===== src/sv/tlcc_pkg.sv =====
package tlcc_pkg;

  localparam int LOG_DEPTH = 256;
  localparam int ADDR_W    = (LOG_DEPTH > 1) ? $clog2(LOG_DEPTH) : 1;
  localparam int CNT_W     = $clog2(LOG_DEPTH + 1);

  localparam int ID_W  = 8;
  localparam int SEQ_W = 16;
  localparam int AMT_W = 32;
  localparam int KEY_W = 2 * (ID_W + SEQ_W);

  localparam logic OP_INSERT = 1'b0;
  localparam logic OP_CHECK  = 1'b1;

  typedef struct packed {
    logic [ID_W-1:0]  a_id;
    logic [SEQ_W-1:0] a_seq;
    logic [ID_W-1:0]  b_id;
    logic [SEQ_W-1:0] b_seq;
  } rec_key_t;

  typedef struct packed {
    logic              op;
    logic [ID_W-1:0]   x_id;
    logic [SEQ_W-1:0]  x_seq;
    logic [ID_W-1:0]   y_id;
    logic [SEQ_W-1:0]  y_seq;
    logic [AMT_W-1:0]  mag;
  } item_t;

  typedef struct packed {
    logic            hit;
    logic            ok;
    logic [ID_W-1:0] who;
    logic            dup;
  } cmp_res_t;

  function automatic logic [AMT_W-1:0] magnitude(input logic [AMT_W-1:0] v);
    return v[AMT_W-1] ? (~v + AMT_W'(1)) : v;
  endfunction

endpackage


===== src/sv/tlcc_cmp.sv =====
module tlcc_cmp
  import tlcc_pkg::*;
(
  input  item_t            item,
  input  rec_key_t         rec_key,
  input  logic [AMT_W-1:0] rec_amount,
  output cmp_res_t         res
);

  logic same_mag;
  logic ax, ay, bx, by;

  assign same_mag = (magnitude(rec_amount) == item.mag);
  assign ax = (rec_key.a_id == item.x_id) && (rec_key.a_seq == item.x_seq);
  assign ay = (rec_key.a_id == item.y_id) && (rec_key.a_seq == item.y_seq);
  assign bx = (rec_key.b_id == item.x_id) && (rec_key.b_seq == item.x_seq);
  assign by = (rec_key.b_id == item.y_id) && (rec_key.b_seq == item.y_seq);

  // Priority: A against X, A against Y, B against X, B against Y.
  always_comb begin
    res.hit = ax || ay || bx || by;
    res.dup = (ax && by) || (ay && bx);
    if (ax) begin
      res.ok  = by && same_mag;
      res.who = rec_key.a_id;
    end else if (ay) begin
      res.ok  = bx && same_mag;
      res.who = rec_key.a_id;
    end else if (bx) begin
      res.ok  = ay && same_mag;
      res.who = rec_key.b_id;
    end else begin
      res.ok  = ax && same_mag;
      res.who = rec_key.b_id;
    end
  end

endmodule


===== config.mk =====
export PLATFORM = sky130hd
export DESIGN_NAME = tlcc_cmp
export DESIGN_NICKNAME = d
export VERILOG_FILES = /design/src/sv/tlcc_pkg.sv /design/src/sv/tlcc_cmp.sv
export SDC_FILE = /design/constraint.sdc
export NUM_CORES = 1
export LEC_CHECK = 0
export ABC_AREA = 1
export BUFFER_PORTS_ARGS = -buffer_cell sky130_fd_sc_hd__buf_2
export CELL_PAD_IN_SITES_DETAIL_PLACEMENT = 2
export CELL_PAD_IN_SITES_GLOBAL_PLACEMENT = 2
export CORE_MARGIN = 4
export CORE_UTILIZATION = 21
export DETAILED_ROUTE_END_ITERATION = 12
export GPL_TIMING_DRIVEN = 0
export PLACE_DENSITY_LB_ADDON = 0.1
export RECOVER_POWER = 100
export SLEW_MARGIN = 20
export SYNTH_ARGS = -nofsm -noshare
export SYNTH_HDL_FRONTEND = slang
export SYNTH_SLANG_ARGS = --single-unit

===== constraint.sdc =====
create_clock -name vclk -period 2.45
set_input_delay 0.49 -clock vclk [all_inputs]
set_output_delay 0.49 -clock vclk [all_outputs]
set_load 0.01 [all_outputs]

* Word-level counts from Yosys, hierarchy flattened *
Index checks and enable logic that the tools add are counted.

word-level totals
  word-level logic and storage cells = 29
  output and inout bits = 11
  flip-flop bits (word level) = 0
  bits of input ports = 161

cells by class
  reduce and logical (&&, ||, !) cells = 14
  multiplexer cells = 4
  equality and inequality tests = 9
  add/sub/neg operators = 1
  bitwise operators = 1

operators with widths
  kind                                                              count
  16-bit equality test                                              4
  32-bit by 1-bit adder with 32-bit output (second input constant)  1
  32-bit equality test                                              1
  8-bit equality test                                               4
  32-bit 2-to-1 mux                                                 1
  32-bit NOT                                                        1
  9-bit 2-to-1 mux                                                  3
  1-bit logical AND                                                 10
  1-bit logical OR                                                  4

* Logic depth before layout (Yosys ltp) *
Gate-level depths: netlist of the first run.

  word-level depth = 8
  gate-level depth with buffers = 15
  depth with buffers taken out = 15

* Worst setup path before layout of the first run *
Ideal clock, no wire load.

  path kind = input port to output port
  from = input rec_amount[1]
  to = output res[9] (netlist bit)
  arrival time = 1826 ps
  stages on the path = 14
  slack = 134 ps
  cells stage by stage = inv_1 -> ha_1 -> nand3_4 -> nand2_4 -> nand2_4 -> nor2_8 -> nand2_1 -> nand3_1 -> nand2_1 -> nor2_1 -> nand2_1 -> nor2_1 -> nand3_1 -> nor2_1

RTL lines
  item             RTL line       text
  start, declared  tlcc_cmp.sv:6  input logic [AMT_W-1:0] rec_amount,
  end, declared    tlcc_cmp.sv:7  output cmp_res_t res

==> results of run 1 <==
power by group:
part | switching (mW) | internal, mW | total, mW
clock network | 0 | 0 | 0
registers | 0 | 0 | 0
logic | 0.451 | 0.342 | 0.793
logic make-up after synthesis:
group	count (synthesis)	share of synthesized area
adders and majority gates	1	0.00391
and+or+nand+nor	432	0.568
AOI/OAI and AO/OA	20	0.0395
buffers and inverters	94	0.116
xor gates and xnor gates	98	0.272
repair_timing:
action / 4_1_cts / 5_1_grt
cloned: 1 / 0
resized for setup: 50 / 96
hold buffers: 0 / 0
endpoints found under the setup margin: 10 / 10
setup buffers: 10 / 6
pin swaps: 29 / 35
per-stage QoR:
step,utilization,TNS [ns],cells,worst slack (ns)
after floorplan,-,0,645,0.134
after global placement,0.290,-1.73,999,-0.383
after detailed placement,0.290,-2.17,999,-0.462
after CTS,0.309,-0.175,1010,-0.175
after global routing,0.335,-0.881,1016,-0.317
final,0.335,-0.152,1016,-0.152
worst paths after layout:
check,depth (start not counted),endpoint,from
worst max-delay path,15,res[9],rec_amount[1]
worst min-delay path,4,res[7],rec_key[22]
cell type report:
cell class,count,area share
multi-input combinational,551,0.644
timing repair buffer,187,0.225
inverter,89,0.0724
tap,184,0.0466
buffer,5,0.0119
cells in the final DEF (no fill, tap or decap), drive strengths merged:
master    count
nand4         9
a21o          2
inv          87
o21ai        17
xnor3         1
nor2        116
nand3b        6
nor3          1
clkinv        1
clkinvlp      1
buf         192
ha            1
nand3        48
xor2         70
xnor2        27
o21bai        1
nand2       252
layer usage:
metal / global-route usage / up-vias
li1: - / 2324
met1: 0.209 / 2101
met2: 0.324 / 105
met3: 0.0199 / 8
met4: 0.00525 / 2
met5: 0 / -
==> reports/qor.csv, run 1 <==
stage;metric;value;unit
outcome;outcome;finished, violations left;
outcome;failing checks;setup timing;
routing;Routed WL per cell;15.1;um
synth;Post-Syn Area per Cell;4.96;um^2
routing;met1 wire length;6740;um
synth;Synth cell types;28;
floorplanning;die width;131;um
power;worst vdd ir;0.0616;mV
power;Leakage;2.69;nW
synth;largest area contributor in the netlist;nand2_1;
global_route;global-route wire length before repair;24800;um
sta;final hold slack;1.32;ns
layout;layout cells sized above 1;0.347;
global_route;Total GRT Usage;0.168;
layout;post-route cell area;4940;um^2
floorplanning;die area;17300;um^2
synth;Cells after Synth;645;
synth;Seq/Total Area, Yosys;0;
layout;Antenna Cells;0;
global_route;vias in the first global route;5173;
routing;via/cell ratio;4.47;
synth;most frequent cell after synthesis;nand2_1;
synth;post-synth design cell area;3200;um^2
global_route;largest net degree at the start of global routing;11;
sta;Slew Limit Fails;0;
power;Final Power;0.793;mW
floorplanning;I/O pins;172;
floorplanning;Die Ht;131;um
worst_setup_path;Worst setup SP type;primary input;
floorplanning;Initial Util;0.217;
floorplanning;Rows;44;
routing;Iter 0 DRT Violations;81;
power;power density over cell area;161;nW/um^2
sta;worst slew pin tran;0.324;ns
routing;met3 WL;626;um
worst_hold_path;Tightest Hold Check Type;in2out;
synth;synth warn;0;
layout;fill count;1930;
worst_setup_path;CP Capture Type;output pin;
placement;HPWL after detailed placement;13800;um
layout;Syn-to-layout area delta;54.4;%
sta;fmax;0.384;GHz
worst_setup_path;Setup CP Type;in2out;
worst_setup_path;Critical Path AT;2.11;ns
sta;relative slew slack;0.782;
routing;Residual DRC;0;
routing;Final ANT Viol Nets;0;
sta;Final Hold Viols;0;
layout;Seq Cell Count;0;
sta;crit path time final;2.60;ns
routing;DRT Wirelength;15400;um
layout;final net count;996;
synth;top post-synthesis cells by count;nand2_1, nor2_1, inv_1, xor2_1, nand3_1;
routing;Vias;4540;
routing;Top Layer Used;met5;
floorplanning;core box area;14800;um^2
global_route;GRT overflow;0;
sta;final worst slack;-0.152;ns
global_route;initial antenna violation count;1;
synth;syn_nets;807;
worst_setup_path;WP data required;1.96;ns
placement;placer congestion estimate;0.832;
placement;I/O Buffers;170;
sta;Tcrit/Tclk final;1.06;
layout;storage element area;0;um^2
worst_setup_path;cells along the critical path;buf_8, inv_6, ha_4, nand3_4, nand2_8, buf_4, nand3_2, nand3_2, nand3_2, nor2_4, nand3_2, nor2_2, nand2_1, nor2_2, buf_2;
synth;Synth area leaders;nand2_1, xor2_1, nor2_1;
worst_setup_path;Max stage delay cell, worst path;nor2_4;
routing;Pre-antenna DRT Iters;4;
placement;Area after DPL;4280;um^2
routing;met2 WL;7920;um
job;max-cap viol count;0;
layout;area occupied by multi-input gates;3180;um^2
synth;Synth top area share;0.290;
layout;Clock buffer cells;0;
sta;unrepaired setup endpoints after global routing;yes;
sta;Setup Viol. Count Final;1;
worst_setup_path;Max FO, Critical Path;4;
worst_setup_path;CP peak stage delay;0.16;ns
worst_setup_path;CP bufs+invs;4;
worst_setup_path;Crit path max-delay family;simple AND/OR/NAND/NOR gates;
worst_setup_path;Crit path top cell by count;nand3_2;
Note: power is estimated with default switching activity, not from simulation.
==> inputs of run 2 (changes only) <==
--- a/config.mk
+++ b/config.mk
@@ -15,6 +15,7 @@
 export GPL_TIMING_DRIVEN = 0
 export PLACE_DENSITY_LB_ADDON = 0.1
 export RECOVER_POWER = 100
+export SETUP_SLACK_MARGIN = 0.15
 export SLEW_MARGIN = 20
 export SYNTH_ARGS = -nofsm -noshare
 export SYNTH_HDL_FRONTEND = slang
==> run 2 against run 1 <==
  * The run still ends with setup timing left
  * First-iteration DRC count increased by 7.4%
  * Die area unchanged
  * Routed wire length increased by 3.3%
  * Non-clock buffer count decreased by 1
  * Flip-flop and latch count unchanged
  * Hold slack improved by 0.0053 ns
  * Critical path type unchanged
  * Largest cell class unchanged
  * Largest power group unchanged
  * Highest routed layer unchanged
==> reports/qor.csv, run 2 (synthesis results as in run 1) <==
stage;metric;value;unit;change
outcome;outcome;finished, violations left;;unchanged
outcome;failing checks;setup timing;;unchanged
power;switching share of power;0.568;;about the same
placement;HPWL after detailed placement;14100;um;was 13800 um
clock_tree;cts hold-fix bufs;0;;unchanged
routing;Vias;4594;;was 4540
layout;utilization after layout;0.331;;was 0.335
routing;DRT Wirelength;15900;um;was 15400 um
layout;commonest non-fill, non-tap cell in the layout;nand2_1;;unchanged
sta;Tcrit/Tclk final;1.10;;was 1.06
sta;final hold slack;1.33;ns;was 1.32 ns
job;max-cap viol count;0;;unchanged
floorplanning;die width;131;um;unchanged
routing;Residual DRC;0;;unchanged
floorplanning;Die Ht;131;um;unchanged
sta;fmax;0.371;GHz;was 0.384 GHz
sta;worst slew pin tran;0.333;ns;was 0.324 ns
power;power density over cell area;164;nW/um^2;was 161 nW/um^2
layout;Clock buffer cells;0;;unchanged
floorplanning;I/O pins;172;;unchanged
global_route;GRT overflow;0;;unchanged
global_route;Total GRT Usage;0.174;;was 0.168
placement;worst slack, placed;-0.425;ns;was -0.462 ns
worst_hold_path;hold_sp;rec_key[46];;was rec_key[22]
worst_setup_path;Max FO, Critical Path;6;;was 4
power;Psw;0.455;mW;was 0.451 mW
floorplanning;core box area;14800;um^2;unchanged
worst_setup_path;Setup CP Type;in2out;;unchanged
routing;Pre-antenna DRT Iters;4;;unchanged
global_route;initial antenna violation count;1;;unchanged
power;worst vdd ir;0.0604;mV;was 0.0616 mV
routing;Routed WL per cell;15.7;um;was 15.1 um
layout;Antenna Cells;0;;unchanged
sta;Slew Limit Fails;0;;unchanged
layout;most frequent cells in the layout;nand2_1, buf_2, inv_1;;was nand2_1, buf_2, nor2_1
power;clock share of power;0;;about the same
layout;fill count;1903;;was 1930
worst_hold_path;Tightest Hold Check Type;in2out;;unchanged
worst_hold_path;hold path endpoint;res[7];;unchanged
sta;Setup Viol. Count Final;1;;unchanged
routing;Final ANT Viol Nets;0;;unchanged
power;internal cell power;0.345;mW;was 0.342 mW
worst_setup_path;WP data required;1.96;ns;about the same
worst_hold_path;hold path depth;4;;unchanged
layout;Syn-to-layout area delta;52.7;%;was 54.4%
global_route;largest net degree at the start of global routing;11;;unchanged
floorplanning;Initial Util;0.217;;unchanged
layout;storage element area;0;um^2;unchanged
global_route;global-route wire length before repair;25600;um;was 24800 um
placement;placer congestion estimate;0.787;;was 0.832
routing;Iter 0 DRT Violations;87;;was 81
worst_setup_path;Worst setup SP type;primary input;;unchanged
layout;final net count;995;;was 996
layout;Seq Cell Count;0;;unchanged
floorplanning;Rows;44;;unchanged
power;Leakage;2.68;nW;was 2.69 nW
sta;crit path time final;2.69;ns;was 2.60 ns
routing;via/cell ratio;4.53;;was 4.47
placement;Area after DPL;4280;um^2;about the same
layout;post-route cell area;4890;um^2;was 4940 um^2
power;Comb pwr share;1.000;;about the same
layout;area occupied by multi-input gates;3130;um^2;was 3180 um^2
sta;unrepaired setup endpoints after global routing;yes;;unchanged
sta;relative slew slack;0.776;;was 0.782
floorplanning;die area;17300;um^2;unchanged
placement;I/O Buffers;170;;unchanged
sta;final worst slack;-0.244;ns;was -0.152 ns
worst_setup_path;CP Capture Type;output pin;;unchanged
worst_setup_path;Critical Path AT;2.20;ns;was 2.11 ns
sta;Final Hold Viols;0;;unchanged
global_route;vias in the first global route;5227;;was 5173
layout;layout cells sized above 1;0.335;;was 0.347
power;sequential power share;0;;about the same
run 2: through the flow:
stage          power, mW  setup TNS (ns)  cells
4_1_cts            0.773          -0.196   1010
5_1_grt            0.903           -1.65   1015
2_1_floorplan      0.386               0    645
3_3_place_gp       0.683           -1.68    999
3_5_place_dp       0.718           -2.27    999
6_report           0.800          -0.244   1015
run 2: cell type report:
class / instances / share of cell area
multi-input cells: 551 / 0.640
repair buffers: 186 / 0.230
inverters: 89 / 0.0727
well taps: 184 / 0.0471
plain buffers: 5 / 0.0102
run 2: metal layers:
| layer | track usage | share of wire | vias to the layer above |
|---|---|---|---|
| met4 | 0.0140 | 0.0091 | 2 |
| met1 | 0.217 | 0.43 | 2156 |
| met5 | 0 | 0.00082 | - |
| li1 | - | - | 2309 |
| met2 | 0.329 | 0.51 | 115 |
| met3 | 0.0252 | 0.048 | 12 |
run 2: worst max-delay path: stages:
cell and delay [ns]:
buf_8 0.11, inv_8 0.05, ha_4 0.15, nand3_4 0.10, nand2_8 0.11, nand2_4 0.07
nor2_4 0.14, nand2_1 0.07, nand3_1 0.10, nand2_1 0.06, nor2_1 0.08, nand2_1 0.10
nor2_2 0.19, nand3_1 0.11, nor2_2 0.11, buf_2 0.14
run 2: timing repair:
action | CTS | global route
gates cloned | 1 | 0
pin swaps | 29 | 35
setup endpoints to repair | 10 | 11
resized for setup | 75 | 49
buffers inserted | 10 | 5
hold endpoints to repair | 0 | 0
run 2: power groups by stage:
stage               registers [mW]  logic [mW]  clock network (mW)
CTS                              0       0.773                   0
global route                     0       0.903                   0
floorplan                        0       0.386                   0
detailed placement               0       0.718                   0
finish                           0       0.800                   0
global placement                 0       0.683                   0
run 2: worst max path at each step:
| stage | start | end | slack [ns] |
|---|---|---|---|
| 6_report | rec_amount[0] | res[9] | -0.24 |
| 5_1_grt | rec_amount[8] | res[9] | -0.39 |
| 4_1_cts | rec_amount[31] | res[9] | -0.20 |
| 3_5_place_dp | rec_amount[1] | res[9] | -0.42 |
| 3_3_place_gp | rec_amount[1] | res[9] | -0.39 |
| 2_1_floorplan | rec_amount[1] | res[9] | 0.16 |
